==> config.mk <==
export PLATFORM = sky130hd
export DESIGN_NAME = section_framer_with_byte_filter
export DESIGN_NICKNAME = d
export VERILOG_FILES = /design/src/sv/sfb_pkg.sv /design/src/sv/section_framer_with_byte_filter.sv /design/src/sv/sfb_cfg_regs.sv /design/src/sv/sfb_section_core.sv
export SDC_FILE = /design/constraint.sdc
export NUM_CORES = 1
export LEC_CHECK = 0
export BUFFER_PORTS_ARGS = -buffer_cell sky130_fd_sc_hd__buf_4
export CAP_MARGIN = 20
export CELL_PAD_IN_SITES_DETAIL_PLACEMENT = 0
export CELL_PAD_IN_SITES_GLOBAL_PLACEMENT = 1
export CORE_MARGIN = 2
export CORE_UTILIZATION = 47
export CTS_CLUSTER_SIZE = 16
export DETAILED_ROUTE_END_ITERATION = 7
export MAX_ROUTING_LAYER = met4
export PLACE_DENSITY = 0.8
export SYNTH_ARGS = -nofsm -noshare
export SYNTH_HDL_FRONTEND = slang
export SYNTH_SLANG_ARGS = --single-unit
export TNS_END_PERCENT = 50
==> constraint.sdc <==
create_clock -name clk -period 9.5 [get_ports clk]
set_clock_uncertainty 0.05 [all_clocks]
set_input_delay 0 -clock clk [delete_from_list [all_inputs] [get_ports clk]]
set_output_delay 0 -clock clk [all_outputs]
set_load 0.05 [all_outputs]
==> src/sv/sfb_pkg.sv <==
// Shared types and constants for the section framer with byte filter.
package sfb_pkg;

  localparam int FILTER_BYTES_DEF = 16;
  localparam int CFG_DATA_W       = 64;
  localparam int POS_W            = 13;
  localparam int LEN_W            = 12;
  localparam int CNT_W            = 32;
  localparam int FLEN_W           = 5;

  localparam logic [3:0]       LEN_NIBBLE_MASK = 4'hF;
  localparam logic [POS_W-1:0] HDR_OFFSET      = 13'd2;
  localparam logic [LEN_W-1:0] MAX_BODY_RESET  = 12'hFFF;

  typedef enum logic [2:0] {
    REG_FILTER_LO = 3'd0,
    REG_FILTER_HI = 3'd1,
    REG_MASK_LO   = 3'd2,
    REG_MASK_HI   = 3'd3,
    REG_FILT_LEN  = 3'd4,
    REG_MAX_BODY  = 3'd5,
    REG_SECT_LIM  = 3'd6,
    REG_MATCH_LIM = 3'd7
  } sfb_reg_t;

  typedef struct packed {
    logic [FLEN_W-1:0] filter_length;
    logic [LEN_W-1:0]  max_body_length;
    logic [CNT_W-1:0]  section_limit;
    logic [CNT_W-1:0]  match_limit;
  } sfb_cfg_t;

  typedef struct packed {
    logic [7:0] out_byte;
    logic       section_end;
    logic       section_match;
    logic       length_error;
    logic       stopped;
  } sfb_result_t;

endpackage

==> src/sv/section_framer_with_byte_filter.sv <==
// Top level: input register, section core, result register and config port.
//
//  channel  | direction | handshake         | payload
//  s_*      | in        | s_tvalid/s_tready | tdata: stream_byte
//  m_*      | out       | m_tvalid/m_tready | tdata: out_byte, tlast: section_end,
//           |           |                   | tuser: section_match, length_error, stopped
//  cfg_*    | in        | cfg_we            | cfg_index, cfg_data
//
// Each word passes the input register, then the section core into the result
// register. A new word is taken every cycle while the result side drains; the
// core updates its framing state once per word, which sets this.
// rst is synchronous; it clears the pipeline, the framing state and counters,
// and returns all configuration registers to their reset values.
// A stall on m_tready backs up through both
// registers to s_tready in the same cycle; no word is lost or repeated.
module section_framer_with_byte_filter
  import sfb_pkg::*;
#(
  parameter int FILTER_BYTES = FILTER_BYTES_DEF
) (
  input  logic                  clk,
  input  logic                  rst,
  input  logic                  s_tvalid,
  output logic                  s_tready,
  input  logic [7:0]            s_tdata,   // [7:0] stream_byte
  output logic                  m_tvalid,
  input  logic                  m_tready,
  output logic [7:0]            m_tdata,   // [7:0] out_byte
  output logic                  m_tlast,
  output logic [2:0]            m_tuser,   // [0] section_match, [1] length_error, [2] stopped
  input  logic                  cfg_we,
  input  logic [2:0]            cfg_index,
  input  logic [CFG_DATA_W-1:0] cfg_data
);

  logic [FILTER_BYTES-1:0][7:0] filter_bytes;
  logic [FILTER_BYTES-1:0][7:0] mask_bytes;
  sfb_cfg_t                     cfg;
  sfb_result_t                  result;
  logic                         halted;

  logic       in_valid;
  logic [7:0] in_byte;
  logic       fire;

  assign fire     = in_valid && (!m_tvalid || m_tready);
  assign s_tready = !in_valid || fire;

  always_ff @(posedge clk) begin
    if (rst) begin
      in_valid <= 1'b0;
    end else if (s_tready) begin
      in_valid <= s_tvalid;
    end
  end

  always_ff @(posedge clk) begin
    if (s_tready && s_tvalid) in_byte <= s_tdata;
  end

  sfb_cfg_regs #(.FILTER_BYTES(FILTER_BYTES)) u_cfg (
    .clk          (clk),
    .rst          (rst),
    .cfg_we       (cfg_we),
    .cfg_index    (cfg_index),
    .cfg_data     (cfg_data),
    .filter_bytes (filter_bytes),
    .mask_bytes   (mask_bytes),
    .cfg          (cfg)
  );

  sfb_section_core #(.FILTER_BYTES(FILTER_BYTES)) u_core (
    .clk          (clk),
    .rst          (rst),
    .step         (fire),
    .in_byte      (in_byte),
    .filter_bytes (filter_bytes),
    .mask_bytes   (mask_bytes),
    .cfg          (cfg),
    .result       (result),
    .halted       (halted)
  );

  // Result register: load on each processed word, drop valid once taken.
  always_ff @(posedge clk) begin
    if (rst) begin
      m_tvalid <= 1'b0;
    end else if (fire) begin
      m_tvalid <= 1'b1;
    end else if (m_tready) begin
      m_tvalid <= 1'b0;
    end
  end

  always_ff @(posedge clk) begin
    if (fire) begin
      m_tdata <= result.out_byte;
      m_tlast <= result.section_end;
      m_tuser <= {result.stopped, result.length_error, result.section_match};
    end
  end

  a_halt_sticky: assert property (@(posedge clk) disable iff (rst)
    halted |=> halted)
    else $error("stop flag cleared without reset");

  a_stopped_word: assert property (@(posedge clk) disable iff (rst)
    (m_tvalid && m_tuser[2]) |-> (!m_tlast && m_tdata == 8'd0 && m_tuser[1:0] == 2'b00))
    else $error("dropped word carries data or flags");

  a_match_at_end: assert property (@(posedge clk) disable iff (rst)
    (m_tvalid && m_tuser[0]) |-> (m_tlast && !m_tuser[1]))
    else $error("match flag outside a clean section end");

  a_lerr_ends: assert property (@(posedge clk) disable iff (rst)
    (m_tvalid && m_tuser[1]) |-> m_tlast)
    else $error("length error word does not end a frame");

  a_halt_drops: assert property (@(posedge clk) disable iff (rst)
    (fire && halted) |=> (m_tvalid && m_tuser[2]))
    else $error("word processed while stopped was not flagged");

endmodule

==> src/sv/sfb_cfg_regs.sv <==
// Configuration register file: filter and mask bytes, lengths and limits.
module sfb_cfg_regs
  import sfb_pkg::*;
#(
  parameter int FILTER_BYTES = FILTER_BYTES_DEF
) (
  input  logic                               clk,
  input  logic                               rst,
  input  logic                               cfg_we,
  input  logic [2:0]                         cfg_index,
  input  logic [CFG_DATA_W-1:0]              cfg_data,
  output logic [FILTER_BYTES-1:0][7:0]       filter_bytes,
  output logic [FILTER_BYTES-1:0][7:0]       mask_bytes,
  output sfb_cfg_t                           cfg
);

  sfb_reg_t reg_sel;
  assign reg_sel = sfb_reg_t'(cfg_index);

  // Filter and mask bytes: byte k lives in the low word for k below 8.
  for (genvar k = 0; k < FILTER_BYTES; k++) begin : g_byte
    always_ff @(posedge clk) begin
      if (rst) begin
        filter_bytes[k] <= 8'd0;
        mask_bytes[k]   <= 8'd0;
      end else if (cfg_we) begin
        if (k < 8) begin
          if (reg_sel == REG_FILTER_LO) filter_bytes[k] <= cfg_data[8*(k%8) +: 8];
          if (reg_sel == REG_MASK_LO)   mask_bytes[k]   <= cfg_data[8*(k%8) +: 8];
        end else begin
          if (reg_sel == REG_FILTER_HI) filter_bytes[k] <= cfg_data[8*(k%8) +: 8];
          if (reg_sel == REG_MASK_HI)   mask_bytes[k]   <= cfg_data[8*(k%8) +: 8];
        end
      end
    end
  end

  always_ff @(posedge clk) begin
    if (rst) begin
      cfg.filter_length   <= '0;
      cfg.max_body_length <= MAX_BODY_RESET;
      cfg.section_limit   <= '0;
      cfg.match_limit     <= '0;
    end else if (cfg_we) begin
      case (reg_sel)
        REG_FILT_LEN:  cfg.filter_length   <= cfg_data[FLEN_W-1:0];
        REG_MAX_BODY:  cfg.max_body_length <= cfg_data[LEN_W-1:0];
        REG_SECT_LIM:  cfg.section_limit   <= cfg_data[CNT_W-1:0];
        REG_MATCH_LIM: cfg.match_limit     <= cfg_data[CNT_W-1:0];
        default: ;
      endcase
    end
  end

endmodule

==> src/sv/sfb_section_core.sv <==
// Section framing state, masked filter compare, counters and stop logic.
module sfb_section_core
  import sfb_pkg::*;
#(
  parameter int FILTER_BYTES = FILTER_BYTES_DEF
) (
  input  logic                         clk,
  input  logic                         rst,
  input  logic                         step,
  input  logic [7:0]                   in_byte,
  input  logic [FILTER_BYTES-1:0][7:0] filter_bytes,
  input  logic [FILTER_BYTES-1:0][7:0] mask_bytes,
  input  sfb_cfg_t                     cfg,
  output sfb_result_t                  result,
  output logic                         halted
);

  localparam int KW = (FILTER_BYTES > 1) ? $clog2(FILTER_BYTES) : 1;
  localparam logic [FLEN_W-1:0] FB_MAX = FLEN_W'(FILTER_BYTES);

  logic [3:0]       length_high_nibble;
  logic [LEN_W-1:0] body_length;
  logic [POS_W-1:0] byte_position;
  logic             match_so_far;
  logic [CNT_W-1:0] sections_seen;
  logic [CNT_W-1:0] sections_matched;

  logic [FLEN_W-1:0] act_len;
  logic [POS_W-1:0]  k_full;
  logic [KW-1:0]     k_idx;
  logic              cmp_hit;
  logic              mismatch;
  logic [LEN_W-1:0]  body_cur;
  logic              at_pos0, at_pos1, at_pos2;
  logic              lerr, sect_end, counted;
  logic              match_now, tail_miss, matched;
  logic [CNT_W-1:0]  seen_next, matched_next;
  logic              limit_hit;

  always_comb begin
    at_pos0 = (byte_position == '0);
    at_pos1 = (byte_position == POS_W'(1));
    at_pos2 = (byte_position == HDR_OFFSET);
    act_len = (cfg.filter_length > FB_MAX) ? FB_MAX : cfg.filter_length;

    // Filter byte 0 hits section byte 0, byte k hits section byte k+2.
    k_full  = at_pos0 ? '0 : byte_position - HDR_OFFSET;
    k_idx   = k_full[KW-1:0];
    cmp_hit = (at_pos0 || byte_position > HDR_OFFSET) && (k_full < POS_W'(act_len));
    mismatch = cmp_hit &&
               ((in_byte & mask_bytes[k_idx]) != (filter_bytes[k_idx] & mask_bytes[k_idx]));
    match_now = match_so_far && !mismatch;

    body_cur = at_pos2 ? {length_high_nibble, in_byte} : body_length;
    lerr     = at_pos2 && (body_cur > cfg.max_body_length);
    sect_end = !at_pos0 && !at_pos1 &&
               (lerr || byte_position >= POS_W'(body_cur) + HDR_OFFSET);
    counted  = sect_end && !lerr;

    // A filter position beyond the last section byte is a miss.
    tail_miss = (act_len != '0) && ((LEN_W'(act_len) - LEN_W'(1)) > body_cur);
    matched   = counted && match_now && !tail_miss;

    seen_next    = sections_seen + CNT_W'(1);
    matched_next = sections_matched + CNT_W'(matched);
    limit_hit = ((cfg.section_limit != '0) && (seen_next >= cfg.section_limit)) ||
                ((cfg.match_limit != '0) && (matched_next >= cfg.match_limit));

    if (halted) begin
      result = '{out_byte: 8'd0, section_end: 1'b0, section_match: 1'b0,
                 length_error: 1'b0, stopped: 1'b1};
    end else begin
      result = '{out_byte: in_byte, section_end: sect_end, section_match: matched,
                 length_error: lerr, stopped: 1'b0};
    end
  end

  always_ff @(posedge clk) begin
    if (rst) begin
      length_high_nibble <= '0;
      body_length        <= '0;
      byte_position      <= '0;
      match_so_far       <= 1'b1;
      sections_seen      <= '0;
      sections_matched   <= '0;
      halted             <= 1'b0;
    end else if (step && !halted) begin
      if (at_pos0) begin
        match_so_far  <= match_now;
        byte_position <= POS_W'(1);
      end else if (at_pos1) begin
        length_high_nibble <= in_byte[3:0] & LEN_NIBBLE_MASK;
        byte_position      <= HDR_OFFSET;
      end else begin
        if (at_pos2) body_length <= body_cur;
        if (sect_end) begin
          byte_position <= '0;
          match_so_far  <= 1'b1;
        end else begin
          byte_position <= byte_position + POS_W'(1);
          match_so_far  <= match_now;
        end
        if (counted) begin
          sections_seen    <= seen_next;
          sections_matched <= matched_next;
          if (limit_hit) halted <= 1'b1;
        end
      end
    end
  end

endmodule

=== Word-level counts from Yosys, hierarchy flattened ===
Index checks and enable logic that the tools add are counted.

* Memories kept: 0
* Bits in latches: 0
* Bits in writable memories: 0
* Register bits after elaboration: 454
* Memory bits (read-only): 0

* $mul: 0
* Multiplexer cells: 16
* $add $sub $neg: 6
* Magnitude comparators: 9
* Equality and inequality tests: 11
* Bitwise operators: 4
* Div/mod/pow operators: 0
* Shift operators: 0
* Reduce and logical (&&, ||, !) cells: 47

{| class="wikitable"
|+ Operators with widths
! operator !! number
|-
| $bmux W8 S4 || 2
|-
| $ge A32 B32 Y1 || 2
|-
| $reduce_bool A32 Y1 || 2
|-
| $mux W13 || 4
|-
| $add A32 B1 Y32 || 1
|-
| $add A32 B1 Y32 const B || 1
|-
| $gt A12 B12 Y1 || 2
|-
| $reduce_and A2 Y1 || 9
|-
| $and A8 B8 Y8 || 2
|-
| $mux W8 || 2
|-
| $logic_and A1 B1 Y1 || 15
|-
| $add A12 B2 Y13 const B || 1
|-
| $add A13 B1 Y13 const B || 1
|-
| $eq A13 B1 Y1 const B || 1
|-
| $eq A13 B2 Y1 const B || 1
|-
| $ge A13 B13 Y1 || 1
|-
| $gt A13 B2 Y1 const B || 1
|-
| $logic_not A13 Y1 || 1
|-
| $lt A13 B5 Y1 || 1
|-
| $sub A13 B2 Y13 const B || 1
|-
| $eq A3 B3 Y1 const B || 4
|-
| $mux W12 || 1
|-
| $logic_not A1 Y1 || 8
|-
| $ne A8 B8 Y1 || 1
|-
| 16 further kinds || 28
|}

=== Depth between registers and ports, before layout ===
* Depth in word-level cells: 16
* Mapped depth: 45
* Gate-level depth less buffers: 38

=== Cells and area by module ===
From an unflattened synthesis, not the netlist that was laid out.

* Cell total of the unflattened synthesis: 2650
* Area total of the unflattened synthesis: 24865.1 µm²

{| class="wikitable"
|+ Modules (own cells, without submodules)
! module !! sequential area each (µm²) !! cells each !! area an instance (µm²) !! instances
|-
| sfb_cfg_regs || 6746.5 || 1189 || 13191.4 || 1
|-
| sfb_section_core || 1901.8 || 1431 || 10969.3 || 1
|-
| section_framer_with_byte_filter || 640.6 || 30 || 704.4 || 1
|}

=== Worst setup path before layout ===
No wires, ideal clock.

* Kind: flip-flop to flip-flop
* Start: register u_core.byte_position[0]
* End: register u_core.halted
* Slack: 983 ps
* Data arrival time: 8333 ps
* Library setup time: 134 ps
* Clock period less this slack: 8517 ps
* Data required time: 9316 ps
* Cell stages (with the launch flop): 44
* Buffers on the path: 7
* Path through: dfxtp_1 > buf_2 > buf_2 > clkbuf_1 > clkbuf_1 > inv_1 > ha_1 > nor4b_1 > nand4_1 > buf_4 > buf_1 > mux2i_1 > inv_1 > ha_1 > nand3_1 > or3_1 > nor3_1 > xnor2_1 > [... 8 more ...] > nand3_1 > nor4_2 > and3_1 > and3_1 > buf_2 > nand4_2 > nor2_1 > xor2_1 > ha_1 > a21o_1 > a21o_1 > a21o_1 > a21o_1 > a21o_1 > a221oi_1 > o21ai_0 > a31oi_1 > a211oi_1

{| class="wikitable"
|+ RTL lines
! what !! RTL line !! source
|-
| start: declaration || sfb_section_core.sv:23 || <nowiki>logic [POS_W-1:0] byte_position;</nowiki>
|-
| start signal: assignment || sfb_section_core.sv:100 || <nowiki>byte_position <= byte_position + POS_W'(1);</nowiki>
|-
| $eq A13 B2 Y1 (*) || sfb_section_core.sv:43 || <nowiki>at_pos2 = (byte_position == HDR_OFFSET);</nowiki>
|-
| $mux W12 (*) || sfb_section_core.sv:54 || <nowiki>body_cur = at_pos2 ? {length_high_nibble, in_byte} : body_length;</nowiki>
|-
| named net u_core.body_cur[1] || sfb_section_core.sv:33 || <nowiki>logic [LEN_W-1:0] body_cur;</nowiki>
|-
| $add A12 B2 Y13 or $gt A12 B12 Y1 (tied branches) || sfb_section_core.sv:57, sfb_section_core.sv:55 ||
|-
| $ge A13 B13 Y1 or $logic_and A1 B1 Y1 (tied branches) || sfb_section_core.sv:57, sfb_section_core.sv:55 ||
|-
| $logic_or A1 B1 Y1 || sfb_section_core.sv:57 || <nowiki>(lerr || byte_position >= POS_W'(body_cur) + HDR_OFFSET);</nowiki>
|-
| $logic_and A1 B1 Y1 || sfb_section_core.sv:56 || <nowiki>sect_end = !at_pos0 && !at_pos1 &&</nowiki>
|-
| $logic_and A1 B1 Y1 || sfb_section_core.sv:58 || <nowiki>counted = sect_end && !lerr;</nowiki>
|-
| $logic_and A1 B1 Y1 || sfb_section_core.sv:62 || <nowiki>matched = counted && match_now && !tail_miss;</nowiki>
|-
| $logic_and A1 B1 Y1 (*) || sfb_section_core.sv:62 ||
|-
| named net u_core.matched || sfb_section_core.sv:36 || <nowiki>logic match_now, tail_miss, matched;</nowiki>
|-
| $add A32 B1 Y32 (*) || sfb_section_core.sv:65 || <nowiki>matched_next = sections_matched + CNT_W'(matched);</nowiki>
|-
| named net u_core.matched_next[25] || sfb_section_core.sv:37 || <nowiki>logic [CNT_W-1:0] seen_next, matched_next;</nowiki>
|-
| $ge A32 B32 Y1 (*) || sfb_section_core.sv:67 || <nowiki>((cfg.match_limit != '0) && (matched_next >= cfg.match_limit));</nowiki>
|-
| $logic_and A1 B1 Y1 (*) || sfb_section_core.sv:67 ||
|-
| $logic_or A1 B1 Y1 (*) || sfb_section_core.sv:66 || <nowiki>limit_hit = ((cfg.section_limit != '0) && (seen_next >= cfg.section_limit)) ||</nowiki>
|-
| $reduce_and A5 Y1 (no source line) (*) || -- ||
|-
| end signal: assignment || sfb_section_core.sv:86 || <nowiki>halted <= 1'b0;</nowiki>
|-
| end signal: assignment || sfb_section_core.sv:106 || <nowiki>if (limit_hit) halted <= 1'b1;</nowiki>
|-
| end: declaration || sfb_section_core.sv:15 || <nowiki>output logic halted</nowiki>
|}

Mark *: on every way through the listed nets, which the timed path passes. The rest lies on a longest branch. The select of a mux whose other input is x is not followed.
A chain may end at the register's enable or synchronous reset.

=== Worst setup path after layout ===
* Start: register u_core.byte_position[1]
* End: register u_core.halted

* Cells in the longest elaborated chain, start to end: 16

{| class="wikitable"
|+ Ends and longest elaborated chain
! what !! RTL line
|-
| parallel branches: the longest is 10 deep, another holds $add A12 B2 Y13 || --
|-
| $logic_and A1 B1 Y1 (*) || sfb_section_core.sv:62
|-
| named net u_core.matched || sfb_section_core.sv:36
|-
| $add A32 B1 Y32 (*) || sfb_section_core.sv:65
|-
| named net u_core.matched_next[25] || sfb_section_core.sv:37
|-
| $ge A32 B32 Y1 (*) || sfb_section_core.sv:67
|-
| $logic_and A1 B1 Y1 (*) || sfb_section_core.sv:67
|-
| $logic_or A1 B1 Y1 (*) || sfb_section_core.sv:66
|-
| $reduce_and A5 Y1 (no source line) (*) || --
|}

Mark *: on every way through the listed nets, which the timed path passes. The select of a mux whose other input is x is not followed.

==> impl_metrics.ini <==
[yosys]
async_flop_share_pct = 0
netlist_instances = 2904
synth.cell_area_um2 = 22900
ys_ff_latch = 454
avgSynthCellArea_um2 = 7.89
synthFlopType = dfxtp_1
synth_nets = 3098
synth_seq_area_share_pct = 40.6
synth_edf_count = 20
ys_warn_count = 0
ys_types = 72

[critical_path]
max_stage_delay_ns = 0.61
critPathLaunchType = flop
r2r_cells = 30
cpMostUsedCell = a21o_1
worstPathRequired_ns = 9.89
r2r_setup_slack_ns = 0.85
worstReg2RegStart = u_core.byte_position[1]$_SDFFE_PP0P_
path_max_fanout = 38
end_kind = flop
cp_num_buf_inv = 4
cp_slowest_cell = ha_1
path_class = reg -> reg
cp.arrival_ns = 9.04
crit_family = simple AND/OR/NAND/NOR gates
r2r-end = u_core.halted$_SDFFE_PP0P_

[sta]
tightest_slew_ns = 1.56
slew-limit-headroom_pct = -3.97
setup-tns-final_ns = 0
period_share_pct = 91.1
whs_ns = 0.0328
rsz0062_at_grt = false
setup-violations-final = 0
period_needed_ns = 8.65
hold_viol = 0
finalMaxSlewViolations = 87
max_freq_ghz = 0.116

[cells_and_area]
seq_area_um2 = 9290
area_growth_syn_to_layout_pct = 15.7
drive_above_1_share_pct = 8.89
final_cell_area_um2 = 26500
n_fill_cell = 4564
diodes = 0
multi_input_area_um2 = 12600
layout.nets = 3182

[global_route]
grtUsageMet1_pct = 41.5
grt_use_total_pct = 30.2
grt_pass1_vias = 19839
grt_pass1_wl_mm = 116
busiest_layer = met2
use_met3_pct = 3.17
grt_max_degree = 246
overflow = 0
antenna_found_initial = 1
gr-usage-met2_pct = 48.2

[route]
first_iter_violations = 1835
via_per_inst = 5.71
drtPass1Iterations = 6
wl_per_cell_um = 20.4
drt-total-wl_mm = 74.2
vias = 20804
postRouteAntennaNets = 0
drc = 0

[floorplan]
die_w_um = 225
row_count = 80
core-area_um2 = 47900
num_io_pins = 94
fp.dieArea_um2 = 50500
initial_core_util_pct = 47.8
die_h_um = 225

[cts]
cts-root-buf = clkbuf_16
cts_tree = built
clock_path_buffers = 3
clk-insertion-delay-late_ns = 0.60
clk_pin_slew_worst_paths_ns = 0.06
htree_levels = 2
numCtsBuffers = 51
clkSinkCount = 454

[power_and_ir_drop]
pwr_density_cell_nw_per_um2 = 164
leakage_nw = 9.96
ir_drop_v = 0.000137
finalPower_w = 0.00434

[hold_path]
worstHoldStart = cfg_index[2]
hp-class = in -> reg
min_to = u_cfg.cfg[60]$_SDFFE_PP0P_
min_path_cells = 5

[placement]
portBuffers = 93
dpl_cell_area_um2 = 24000
finalWeightedCongestion = 0.940
hpwl_mm = 50.6

[run]
max-cap-violations = 0

[outcome]
violations = max-slew violations
status = complete, but fails checks
-- cell usage after synthesis, types with 4 or more instances --
cell type | n | area share, %
o22ai_1 | 16 | 0.44
nand2_1 | 765 | 13
nor4_1 | 21 | 0.57
o211ai_1 | 5 | 0.16
clkbuf_2 | 5 | 0.11
nand3_1 | 49 | 1.1
a211o_1 | 13 | 0.50
clkbuf_1 | 143 | 2.3
a21o_1 | 38 | 1.2
a221oi_1 | 4 | 0.15
a31oi_1 | 10 | 0.27
nor2b_1 | 25 | 0.68
and4_1 | 6 | 0.23
nor3_1 | 49 | 1.1
and2_1 | 9 | 0.25
buf_1 | 10 | 0.16
o21ai_1 | 9 | 0.20
nand2b_1 | 13 | 0.36
mux4_2 | 17 | 1.7
mux2_2 | 13 | 0.64
inv_1 | 105 | 1.7
xnor2_1 | 62 | 2.4
o31ai_1 | 17 | 0.56
nor2_1 | 137 | 2.2
mux2i_1 | 56 | 2.4
edfxtp_1 | 20 | 2.6
a21oi_1 | 419 | 9.2
o221ai_1 | 12 | 0.46
clkinv_1 | 4 | 0.066
dfxtp_1 | 434 | 38
o21ai_0 | 53 | 1.2
ha_1 | 114 | 6.2
or3_1 | 30 | 0.82
o32a_1 | 6 | 0.26
and3_1 | 25 | 0.68
a211oi_1 | 23 | 0.75
xor2_1 | 58 | 2.2
nand4_1 | 35 | 0.96
buf_2 | 18 | 0.39
-- worst register-to-register path: cells and delay by family (launching register included) --
| kind | cells | cell delay [ns] |
|---|---|---|
| flops | 1 | 0.32 |
| simple gates | 9 | 2.58 |
| compound gates | 12 | 2.32 |
| xor+xnor | 2 | 0.32 |
| buf+inv | 4 | 1.79 |
| fa+ha+maj | 3 | 1.12 |
-- timing repair --
item	in CTS	in global routing
hold buffers	79	0
endpoints found under the setup margin	0	1
resized for setup	0	3
hold endpoints to repair	433	0
setup buffers	0	1
-- final cells by class --
cell class	instances	share of cell area, %
clock inverters	16	0.685
multi-input cells	2162	47.5
clock buffers	76	5.55
flip-flops and latches	454	35.1
well taps	615	2.90
inverters	109	1.54
repair buffers	210	6.77
-- through the flow --
stage	setup slack, ns	cells	util, %
2_1_floorplan	0.983	2904	-
3_3_place_gp	0.654	3470	50.1
3_5_place_dp	0.550	3470	50.1
4_1_cts	0.492	3641	55.2
5_1_grt	0.111	3642	55.3
6_report	0.849	3642	55.3
-- worst max-delay path by stage --
stage | from | end | slack (ns) | cells past startpoint
detailed placement | u_core.byte_position[0]$_SDFFE_PP0P_ | u_core.halted$_SDFFE_PP0P_ | 0.55 | 37
global placement | u_core.byte_position[0]$_SDFFE_PP0P_ | u_core.halted$_SDFFE_PP0P_ | 0.65 | 37
floorplan | u_core.byte_position[0]$_SDFFE_PP0P_ | u_core.halted$_SDFFE_PP0P_ | 0.98 | 43
CTS | u_core.byte_position[0]$_SDFFE_PP0P_ | u_core.halted$_SDFFE_PP0P_ | 0.49 | 37
finish | u_core.byte_position[1]$_SDFFE_PP0P_ | u_core.halted$_SDFFE_PP0P_ | 0.85 | 30
global route | u_core.byte_position[0]$_SDFFE_PP0P_ | u_core.halted$_SDFFE_PP0P_ | 0.11 | 38
-- layer usage --
layer	vias up	share of wire (%)
met5	-	0
met4	0	1.7
met3	92	6.0
met2	599	47
met1	10014	46
li1	10099	-
-- cell usage in the layout, fill, tap and decap left out, drive strengths merged, types with 38 or more instances in the layout --
master	instances
nand3	49
inv	108
dlygate4sd3	79
nor2	137
mux2i	57
clkbuf	76
buf	131
nand2	765
xnor2	62
nor3	49
ha	114
o21ai	62
dfxtp	434
a21o	38
a21oi	420
xor2	58
-- power breakdown --
group          switching (W)  internal [W]  total [W]
sequential         0.0000270       0.00195    0.00198
combinational       0.000251      0.000140   0.000391
clock               0.000818       0.00115    0.00197
total                0.00110       0.00324    0.00434
-- kinds of logic (layout without fill, tap and decap cells) --
| group | Yosys count | count (layout) | synth area share, % |
|---|---|---|---|
| simple gates | 1184 | 1184 | 22.2 |
| compound gates | 656 | 656 | 16.6 |
| buf+inv | 288 | 411 | 4.89 |
| fa+ha+maj | 115 | 115 | 6.27 |
| flops | 454 | 454 | 40.6 |
| mux | 87 | 87 | 4.86 |
| xor+xnor | 120 | 120 | 4.59 |
-- registers in the layout, indices dropped and copies added, names as in the netlist, 3 cells and up --
name and count:
u_cfg.filter_bytes 128, u_cfg.mask_bytes 128, u_cfg.cfg 81, u_core.sections_matched 32, u_core.sections_seen 32, u_core.byte_position 13, u_core.body_length 12, in_byte 8
m_tdata 8, u_core.length_high_nibble 4, m_tuser 3
No activity file was read; power rests on OpenSTA's default activity.
